<file path="config.mk">
export PLATFORM = sky130hd
export DESIGN_NAME = terminal_key_sequence_encoder_unit
export DESIGN_NICKNAME = d
export VERILOG_FILES = /design/src/rtl/tkse_pkg.sv /design/src/rtl/terminal_key_sequence_encoder_unit.sv /design/src/rtl/tkse_encoder.sv /design/src/rtl/tkse_serializer.sv
export SDC_FILE = /design/constraint.sdc
export NUM_CORES = 1
export LEC_CHECK = 0
export BUFFER_PORTS_ARGS = -buffer_cell sky130_fd_sc_hd__buf_4
export CORE_ASPECT_RATIO = 1.75
export CORE_MARGIN = 2
export CORE_UTILIZATION = 50
export DETAILED_ROUTE_END_ITERATION = 10
export GPL_ROUTABILITY_DRIVEN = 0
export PLACE_DENSITY = 0.7
export REMOVE_ABC_BUFFERS = 1
export SLEW_MARGIN = 20
export SYNTH_ARGS = -nofsm -noshare
export SYNTH_HDL_FRONTEND = slang
export SYNTH_SLANG_ARGS = --single-unit
</file>
<file path="constraint.sdc">
create_clock -name clk_i -period 7 [get_ports clk_i]
set_input_delay 1.05 -clock clk_i [delete_from_list [all_inputs] [get_ports clk_i]]
set_output_delay 1.05 -clock clk_i [all_outputs]
set_load 0.03 [all_outputs]
</file>
<file path="src/rtl/tkse_pkg.sv">
// Shared types, codes and byte constants for the terminal key sequence encoder.
`default_nettype none

package tkse_pkg;

  localparam int unsigned MaxSeqBytes = 7;
  localparam int unsigned LenW        = $clog2(MaxSeqBytes + 1);

  localparam logic [4:0] KEY_NONE  = 5'd0;
  localparam logic [4:0] KEY_UP    = 5'd1;
  localparam logic [4:0] KEY_LEFT  = 5'd4;
  localparam logic [4:0] KEY_HOME  = 5'd5;
  localparam logic [4:0] KEY_END   = 5'd6;
  localparam logic [4:0] KEY_INS   = 5'd7;
  localparam logic [4:0] KEY_PGDN  = 5'd10;
  localparam logic [4:0] KEY_F1    = 5'd11;
  localparam logic [4:0] KEY_F4    = 5'd14;
  localparam logic [4:0] KEY_F5    = 5'd15;
  localparam logic [4:0] KEY_F12   = 5'd22;
  localparam logic [4:0] KEY_TAB   = 5'd23;
  localparam logic [4:0] KEY_BKSP  = 5'd24;
  localparam logic [4:0] KEY_CHAR  = 5'd25;

  localparam logic [7:0] ESC_BYTE  = 8'h1B;
  localparam logic [7:0] TAB_BYTE  = 8'h09;
  localparam logic [7:0] BS_BYTE   = 8'h08;
  localparam logic [7:0] DEL_BYTE  = 8'h7F;
  localparam logic [7:0] LOW5_MASK = 8'h1F;

  localparam logic [3:0] CAP_RESET = 4'd8;

  localparam logic [3:0][4:0] EDIT_CODES    = {5'd6, 5'd5, 5'd3, 5'd2};
  localparam logic [7:0][4:0] FKEY_HI_CODES =
    {5'd24, 5'd23, 5'd21, 5'd20, 5'd19, 5'd18, 5'd17, 5'd15};
  localparam logic [3:0][7:0] ARROW_LETTERS = {"D", "C", "B", "A"};
  localparam logic [3:0][7:0] FKEY_LETTERS  = {"S", "R", "Q", "P"};

  typedef struct packed {
    logic [1:0] mode_bits;
    logic [2:0] modifier_bits;
    logic [7:0] char_byte;
    logic [4:0] key_code;
  } key_item_t;

  typedef struct packed {
    logic [MaxSeqBytes-1:0][7:0] bytes;
    logic [LenW-1:0]             len;
    logic                        empty;
  } enc_seq_t;

endpackage

`default_nettype wire

</file>
<file path="src/rtl/terminal_key_sequence_encoder_unit.sv">
// Top level of the terminal key sequence encoder: input register, encoder, result register.
//
//  channel  | dir | data                                               | side band
//  s_axis   | in  | tdata[4:0] key, [12:5] char, [15:13] mods, [17:16] mode | -
//  m_axis   | out | tdata[7:0] seq_byte                                | tlast last_byte, tuser empty_seq
//  cfg      | in  | cfg_wdata_i[3:0] out_capacity                      | cfg_we_i
//
// A key event takes one output beat per byte of its sequence, 1 to 7 beats,
// or one empty beat if it has no bytes or more than the capacity; the result
// register's shift-out sets that figure. The input register takes the next
// event while the current sequence still drains. Reset empties both registers
// and sets the capacity to 8.
`default_nettype none

module terminal_key_sequence_encoder_unit import tkse_pkg::*; (
  input  logic        clk_i,
  input  logic        rst_ni,
  input  logic        s_axis_tvalid_i,
  output logic        s_axis_tready_o,
  input  logic [23:0] s_axis_tdata_i,   // key_code, char_byte, modifier_bits, mode_bits
  output logic        m_axis_tvalid_o,
  input  logic        m_axis_tready_i,
  output logic [7:0]  m_axis_tdata_o,   // seq_byte
  output logic        m_axis_tlast_o,   // last_byte
  output logic        m_axis_tuser_o,   // empty_seq
  input  logic        cfg_we_i,
  input  logic [3:0]  cfg_wdata_i
);

  key_item_t item_q;
  logic      in_vld_q;
  logic [3:0] cap_q;
  enc_seq_t  seq;
  logic      load_ready;
  logic      in_take;

  assign in_take         = s_axis_tvalid_i && s_axis_tready_o;
  assign s_axis_tready_o = !in_vld_q || load_ready;

  always_ff @(posedge clk_i or negedge rst_ni) begin
    if (!rst_ni) begin
      in_vld_q <= 1'b0;
      cap_q    <= CAP_RESET;
    end else begin
      if (in_take) in_vld_q <= 1'b1;
      else if (load_ready) in_vld_q <= 1'b0;
      if (cfg_we_i) cap_q <= cfg_wdata_i;
    end
  end

  always_ff @(posedge clk_i) begin
    if (in_take) item_q <= s_axis_tdata_i[17:0];
  end

  tkse_encoder u_enc (
    .item_i (item_q),
    .cap_i  (cap_q),
    .seq_o  (seq)
  );

  tkse_serializer u_ser (
    .clk_i           (clk_i),
    .rst_ni          (rst_ni),
    .load_valid_i    (in_vld_q),
    .load_ready_o    (load_ready),
    .seq_i           (seq),
    .m_axis_tvalid_o (m_axis_tvalid_o),
    .m_axis_tready_i (m_axis_tready_i),
    .m_axis_tdata_o  (m_axis_tdata_o),
    .m_axis_tlast_o  (m_axis_tlast_o),
    .m_axis_tuser_o  (m_axis_tuser_o)
  );

endmodule

`default_nettype wire

</file>
<file path="src/rtl/tkse_encoder.sv">
// Combinational encoder: one key event to its byte sequence and length.
`default_nettype none

module tkse_encoder import tkse_pkg::*; (
  input  key_item_t item_i,
  input  logic [3:0] cap_i,
  output enc_seq_t  seq_o
);

  typedef enum logic [5:0] {
    K_NONE   = 6'b000001,
    K_LETTER = 6'b000010,
    K_TILDE  = 6'b000100,
    K_TAB    = 6'b001000,
    K_BKSP   = 6'b010000,
    K_CHAR   = 6'b100000
  } kind_e;

  function automatic logic [7:0] ctrl_map(input logic [7:0] c);
    logic [7:0] r;
    r = c;
    if ((c >= "@" && c <= "~") || c == " ") r = c & LOW5_MASK;
    else if (c == "2") r = 8'h00;
    else if (c >= "3" && c <= "7") r = c - "3" + ESC_BYTE;
    else if (c == "8") r = DEL_BYTE;
    else if (c == "/") r = LOW5_MASK;
    return r;
  endfunction

  kind_e       kind;
  logic [7:0]  letter;
  logic        ss3;
  logic [4:0]  code;
  logic [7:0]  mod_digit;
  logic [7:0]  chr;
  logic [MaxSeqBytes-1:0][7:0] b;
  logic [LenW:0] p;
  logic [4:0]  key_off;

  always_comb begin
    kind    = K_NONE;
    letter  = 8'h00;
    ss3     = item_i.mode_bits[0];
    code    = '0;
    key_off = '0;
    case (item_i.key_code) inside
      [KEY_UP:KEY_LEFT]: begin
        kind    = K_LETTER;
        key_off = item_i.key_code - KEY_UP;
        letter  = ARROW_LETTERS[key_off[1:0]];
      end
      KEY_HOME: begin
        kind   = K_LETTER;
        letter = "H";
      end
      KEY_END: begin
        kind   = K_LETTER;
        letter = "F";
      end
      [KEY_INS:KEY_PGDN]: begin
        kind    = K_TILDE;
        key_off = item_i.key_code - KEY_INS;
        code    = EDIT_CODES[key_off[1:0]];
      end
      [KEY_F1:KEY_F4]: begin
        kind    = K_LETTER;
        ss3     = 1'b1;
        key_off = item_i.key_code - KEY_F1;
        letter  = FKEY_LETTERS[key_off[1:0]];
      end
      [KEY_F5:KEY_F12]: begin
        kind    = K_TILDE;
        key_off = item_i.key_code - KEY_F5;
        code    = FKEY_HI_CODES[key_off[2:0]];
      end
      KEY_TAB:  kind = K_TAB;
      KEY_BKSP: kind = K_BKSP;
      KEY_CHAR: kind = K_CHAR;
      default:  kind = K_NONE;
    endcase
  end

  assign mod_digit = 8'h31 + {5'd0, item_i.modifier_bits};
  assign chr = item_i.modifier_bits[2] ? ctrl_map(item_i.char_byte) : item_i.char_byte;

  always_comb begin
    b = '0;
    p = '0;
    unique case (kind)
      K_LETTER: begin
        b[p[LenW-1:0]] = ESC_BYTE; p = p + 1'b1;
        if (item_i.modifier_bits == 3'd0) begin
          b[p[LenW-1:0]] = ss3 ? 8'h4F : 8'h5B; p = p + 1'b1;
        end else begin
          b[p[LenW-1:0]] = "["; p = p + 1'b1;
          b[p[LenW-1:0]] = "1"; p = p + 1'b1;
          b[p[LenW-1:0]] = ";"; p = p + 1'b1;
          b[p[LenW-1:0]] = mod_digit; p = p + 1'b1;
        end
        b[p[LenW-1:0]] = letter; p = p + 1'b1;
      end
      K_TILDE: begin
        b[p[LenW-1:0]] = ESC_BYTE; p = p + 1'b1;
        b[p[LenW-1:0]] = "["; p = p + 1'b1;
        if (code >= 5'd20) begin
          b[p[LenW-1:0]] = "2"; p = p + 1'b1;
          b[p[LenW-1:0]] = 8'h30 + {3'd0, code - 5'd20}; p = p + 1'b1;
        end else if (code >= 5'd10) begin
          b[p[LenW-1:0]] = "1"; p = p + 1'b1;
          b[p[LenW-1:0]] = 8'h30 + {3'd0, code - 5'd10}; p = p + 1'b1;
        end else begin
          b[p[LenW-1:0]] = 8'h30 + {3'd0, code}; p = p + 1'b1;
        end
        if (item_i.modifier_bits != 3'd0) begin
          b[p[LenW-1:0]] = ";"; p = p + 1'b1;
          b[p[LenW-1:0]] = mod_digit; p = p + 1'b1;
        end
        b[p[LenW-1:0]] = "~"; p = p + 1'b1;
      end
      K_TAB: begin
        if (item_i.modifier_bits[1]) begin
          b[p[LenW-1:0]] = ESC_BYTE; p = p + 1'b1;
        end
        if (item_i.modifier_bits[0]) begin
          b[p[LenW-1:0]] = ESC_BYTE; p = p + 1'b1;
          b[p[LenW-1:0]] = "["; p = p + 1'b1;
          b[p[LenW-1:0]] = "Z"; p = p + 1'b1;
        end else begin
          b[p[LenW-1:0]] = TAB_BYTE; p = p + 1'b1;
        end
      end
      K_BKSP: begin
        if (item_i.modifier_bits[1]) begin
          b[p[LenW-1:0]] = ESC_BYTE; p = p + 1'b1;
        end
        b[p[LenW-1:0]] = item_i.mode_bits[1] ? DEL_BYTE : BS_BYTE; p = p + 1'b1;
      end
      K_CHAR: begin
        if (item_i.modifier_bits[1]) begin
          b[p[LenW-1:0]] = ESC_BYTE; p = p + 1'b1;
        end
        b[p[LenW-1:0]] = chr; p = p + 1'b1;
      end
      default: begin
        b = '0;
        p = '0;
      end
    endcase
  end

  assign seq_o.bytes = b;
  assign seq_o.len   = p[LenW-1:0];
  assign seq_o.empty = (p == '0) || (p > cap_i);

endmodule

`default_nettype wire

</file>
<file path="src/rtl/tkse_serializer.sv">
// Result register: holds one encoded sequence and shifts it out a byte per beat.
`default_nettype none

module tkse_serializer import tkse_pkg::*; (
  input  logic       clk_i,
  input  logic       rst_ni,
  input  logic       load_valid_i,
  output logic       load_ready_o,
  input  enc_seq_t   seq_i,
  output logic       m_axis_tvalid_o,
  input  logic       m_axis_tready_i,
  output logic [7:0] m_axis_tdata_o,
  output logic       m_axis_tlast_o,
  output logic       m_axis_tuser_o
);

  logic [MaxSeqBytes-1:0][7:0] bytes_q, bytes_d;
  logic [LenW-1:0]             rem_q, rem_d;
  logic                        vld_q, vld_d;
  logic                        empty_q, empty_d;
  logic                        last;
  logic                        take;
  logic                        load;

  assign last         = (rem_q == LenW'(1));
  assign take         = vld_q && m_axis_tready_i;
  assign load_ready_o = !vld_q || (take && last);
  assign load         = load_valid_i && load_ready_o;

  always_comb begin
    bytes_d = bytes_q;
    rem_d   = rem_q;
    vld_d   = vld_q;
    empty_d = empty_q;
    if (load) begin
      vld_d = 1'b1;
      if (seq_i.empty) begin
        bytes_d = '0;
        rem_d   = LenW'(1);
        empty_d = 1'b1;
      end else begin
        bytes_d = seq_i.bytes;
        rem_d   = seq_i.len;
        empty_d = 1'b0;
      end
    end else if (take) begin
      bytes_d = {8'h00, bytes_q[MaxSeqBytes-1:1]};
      rem_d   = rem_q - 1'b1;
      vld_d   = !last;
    end
  end

  always_ff @(posedge clk_i or negedge rst_ni) begin
    if (!rst_ni) begin
      vld_q <= 1'b0;
      rem_q <= '0;
    end else begin
      vld_q <= vld_d;
      rem_q <= rem_d;
    end
  end

  always_ff @(posedge clk_i) begin
    bytes_q <= bytes_d;
    empty_q <= empty_d;
  end

  assign m_axis_tvalid_o = vld_q;
  assign m_axis_tdata_o  = bytes_q[0];
  assign m_axis_tlast_o  = last;
  assign m_axis_tuser_o  = empty_q;

endmodule

`default_nettype wire

</file>
==> results.cfg <==
[run_status]
status = finished, final reports clean

[job]
maxCapViolCount = 0

[yosys]
netlist_instances = 508
yosysSeqAreaShare_pct = 43.1
ys_types = 80
synth_area_sq_um = 4980
yosys.area.top_type = edfxtp_1
synth_area_per_cell_sq_um = 9.81
netlist.area_leader.share_pct = 38.6
synth_most_common_cell = nand2_1
synth_seq_cells = 73
yosys_most_used_dff = edfxtp_1
yosysWarnings = 0
synth_edf_count = 64
async_flop_share_pct = 12.3
yosys-top-cells-count = nand2_1 (69), edfxtp_1 (64), ha_1 (30)
yosys-top-cells-area = edfxtp_1 (39%), ha_1 (7.5%), nand2_1 (5.2%)

[floorplan]
fp-row-count = 48
coreArea_sq_um = 9790
io_pins = 45
die_area_sq_um = 10800
die-height_um = 136
initial_core_util_pct = 50.9
die_w_um = 79.5

[layout]
regArea_sq_um = 2150
design_area_sq_um = 5690
fin_nets = 605
num_antenna_cells = 0
multi_input_area_sq_um = 2550
fillers = 829
syn2layout_area_growth_pct = 14.3
drive_gt1_share_pct = 18.8

[critical_path]
required_ps = 7120
cp.arrival_ps = 6640
cp-end-kind = register
r2r-start = item_q[0]$_DFFE_PP_
crit_start = item_q[0]$_DFFE_PP_
r2r_end = u_ser.bytes_q[25]$_DFFE_PP_
crit_path_top_delay_cell = or4_1
cp_common_cell = ha_1
worstSetupPathType = reg2reg
reg2reg_depth = 25
reg2reg_slack_ps = 470
critPathCapture = u_ser.bytes_q[25]$_DFFE_PP_
critPathMaxFanout = 31
crit_path_start_kind = register
cp_slowest_stage_delay_ps = 570

[clock_network]
clkTransAtPathRegs_ps = 70
cts_root_buffer = clkbuf_16
cts_made_buffers = 9
clk_latency_ps = 340
cts.sinks = 73
cts_tree = done
cts_buffer_depth = 2
cts_htree_levels = 3

[timing]
finalClockSkew_ps = 11.9
rsz0062_at_grt = false
fmax_mhz = 153
timing.final.crit_share_pct = 93.2
tightest_slew_ps = 803
fin_ws_ps = 474
whs_ps = 498
slew_viol_final = 0
fin_crit_ps = 6530
setup_viol_count_final = 0
setup_tns_ps = 0
finalHoldViolCount = 0
max_slew_margin_pct = 46.4

[drt]
avgViaCountPerCell = 6.14
wirelength_um = 12600
avgRoutedWirePerCell_um = 18.7
drc = 0
dr.first_iter.drc_count = 372
ant_nets = 0
num_vias = 4127
firstDrtPassIters = 5

[global_route]
antenna_found_initial = 0
grt_usage_pct = 24.1
grt_pass1_wl_um = 19900
globalRouteOverflowTotal = 0
grt_pass1_vias = 3906
grt_max_degree = 54

[place]
hpwl_um = 9130
post_dp_cell_area_sq_um = 5330
post-place-ws_ps = 308
port_buffers = 38

[power]
p_per_area_nw_per_um2 = 284
p_leak_uw = 0.00234
ir_drop_v = 0.000154

[min_path]
hold_class = reg2reg
## per-stage QoR
stage               utilization [%]  cells  total power [uW]
floorplan                         -    475               978
global placement               54.4    648              1130
detailed placement             54.4    648              1150
CTS                            57.4    664              1610
global route                   58.2    672              1700
finish                         58.2    672              1620
## cell type report
type | instances | area share (%)
clock buffer | 9 | 3.96
clock inverter | 7 | 1.23
inverter | 29 | 1.91
multi-input combinational | 373 | 44.9
sequential | 73 | 37.7
tap | 125 | 2.75
timing repair buffer | 56 | 7.56
## worst min-delay path by stage
| stage | start | to | depth (start not counted) |
|---|---|---|---|
| after global placement | u_ser.rem_q[1]$_DFFE_PN0P_ | u_ser.rem_q[1]$_DFFE_PN0P_ | 1 |
| after detailed placement | u_ser.rem_q[1]$_DFFE_PN0P_ | u_ser.rem_q[1]$_DFFE_PN0P_ | 1 |
| after floorplan | u_ser.rem_q[1]$_DFFE_PN0P_ | u_ser.rem_q[1]$_DFFE_PN0P_ | 1 |
| after global routing | rst_ni | in_vld_q$_DFFE_PN0P_ | 1 |
| final | u_ser.rem_q[1]$_DFFE_PN0P_ | u_ser.rem_q[1]$_DFFE_PN0P_ | 1 |
| after CTS | u_ser.rem_q[1]$_DFFE_PN0P_ | u_ser.rem_q[1]$_DFFE_PN0P_ | 1 |
## flip-flops by register name (all words and copies together) (netlist names)
signal                 flops
cap_q                      4
in_vld_q                   1
item_q                    18
u_ser.bytes_q             37
u_ser.m_axis_tdata_o       8
u_ser.m_axis_tuser_o       1
u_ser.m_axis_tvalid_o      1
u_ser.rem_q                3
## placed cells by master (no fill, tap or decap), types with 3 or more instances in the layout
cell type  count
a211oi_1       6
a21boi_0       3
a21o_1         3
a21oi_1       28
a221oi_1       4
a2bb2oi_1      3
a31oi_1        8
and2_1         4
and3_1         5
buf_4         54
clkbuf_16      9
dfrtp_1        8
edfxtp_1      64
ha_1          29
inv_1         26
inv_6          4
mux2_2         4
mux2i_1        4
nand2_1       69
nand2b_1      11
nand3_1        7
nand4_1        3
nor2_1        27
nor2b_1        5
nor3_1        10
nor3b_1        3
o211a_1        3
o21ai_0       27
o21ai_1       25
o22ai_1        4
o31ai_1        9
o41ai_1        6
xnor2_1        4
## cells by family after synthesis
logic type | count (synthesis) | synth area share [%]
simple gates | 164 | 16.4
mux | 9 | 1.93
compound gates | 166 | 24.4
xor+xnor | 4 | 0.703
fa+ha+maj | 30 | 7.53
flops | 73 | 43.1
buf+inv | 62 | 5.90
## routing by layer
| layer | vias to the layer above | wire length [um] | global-route usage, % |
|---|---|---|---|
| li1 | 1961 | - | - |
| met1 | 1952 | 4840 | 27.4 |
| met2 | 174 | 6650 | 42.1 |
| met3 | 40 | 583 | 4.05 |
| met4 | 0 | 517 | 13.2 |
| met5 | - | 0 | 0 |
## worst max-delay path, delay by kind of cell (launching register included)
kind / cells / cell delay, ps
simple gates: 8 / 1860
fa+ha+maj: 5 / 1500
buf+inv: 3 / 460
compound gates: 9 / 1900
flops: 1 / 530
## report_power, final
part	switching (uW)	internal, uW
Clock	208	251
Sequential	38.4	564
Combinational	347	208
Total	593	1020
## timing repair
| item | CTS | global route |
|---|---|---|
| endpoints found under the hold margin | 0 | 0 |
| buffers inserted | 0 | 8 |
| hold buffers | 0 | 0 |
| gates resized for setup | 0 | 2 |
| endpoints found under the setup margin | 0 | 35 |
Power figures use the tool's default switching activity.
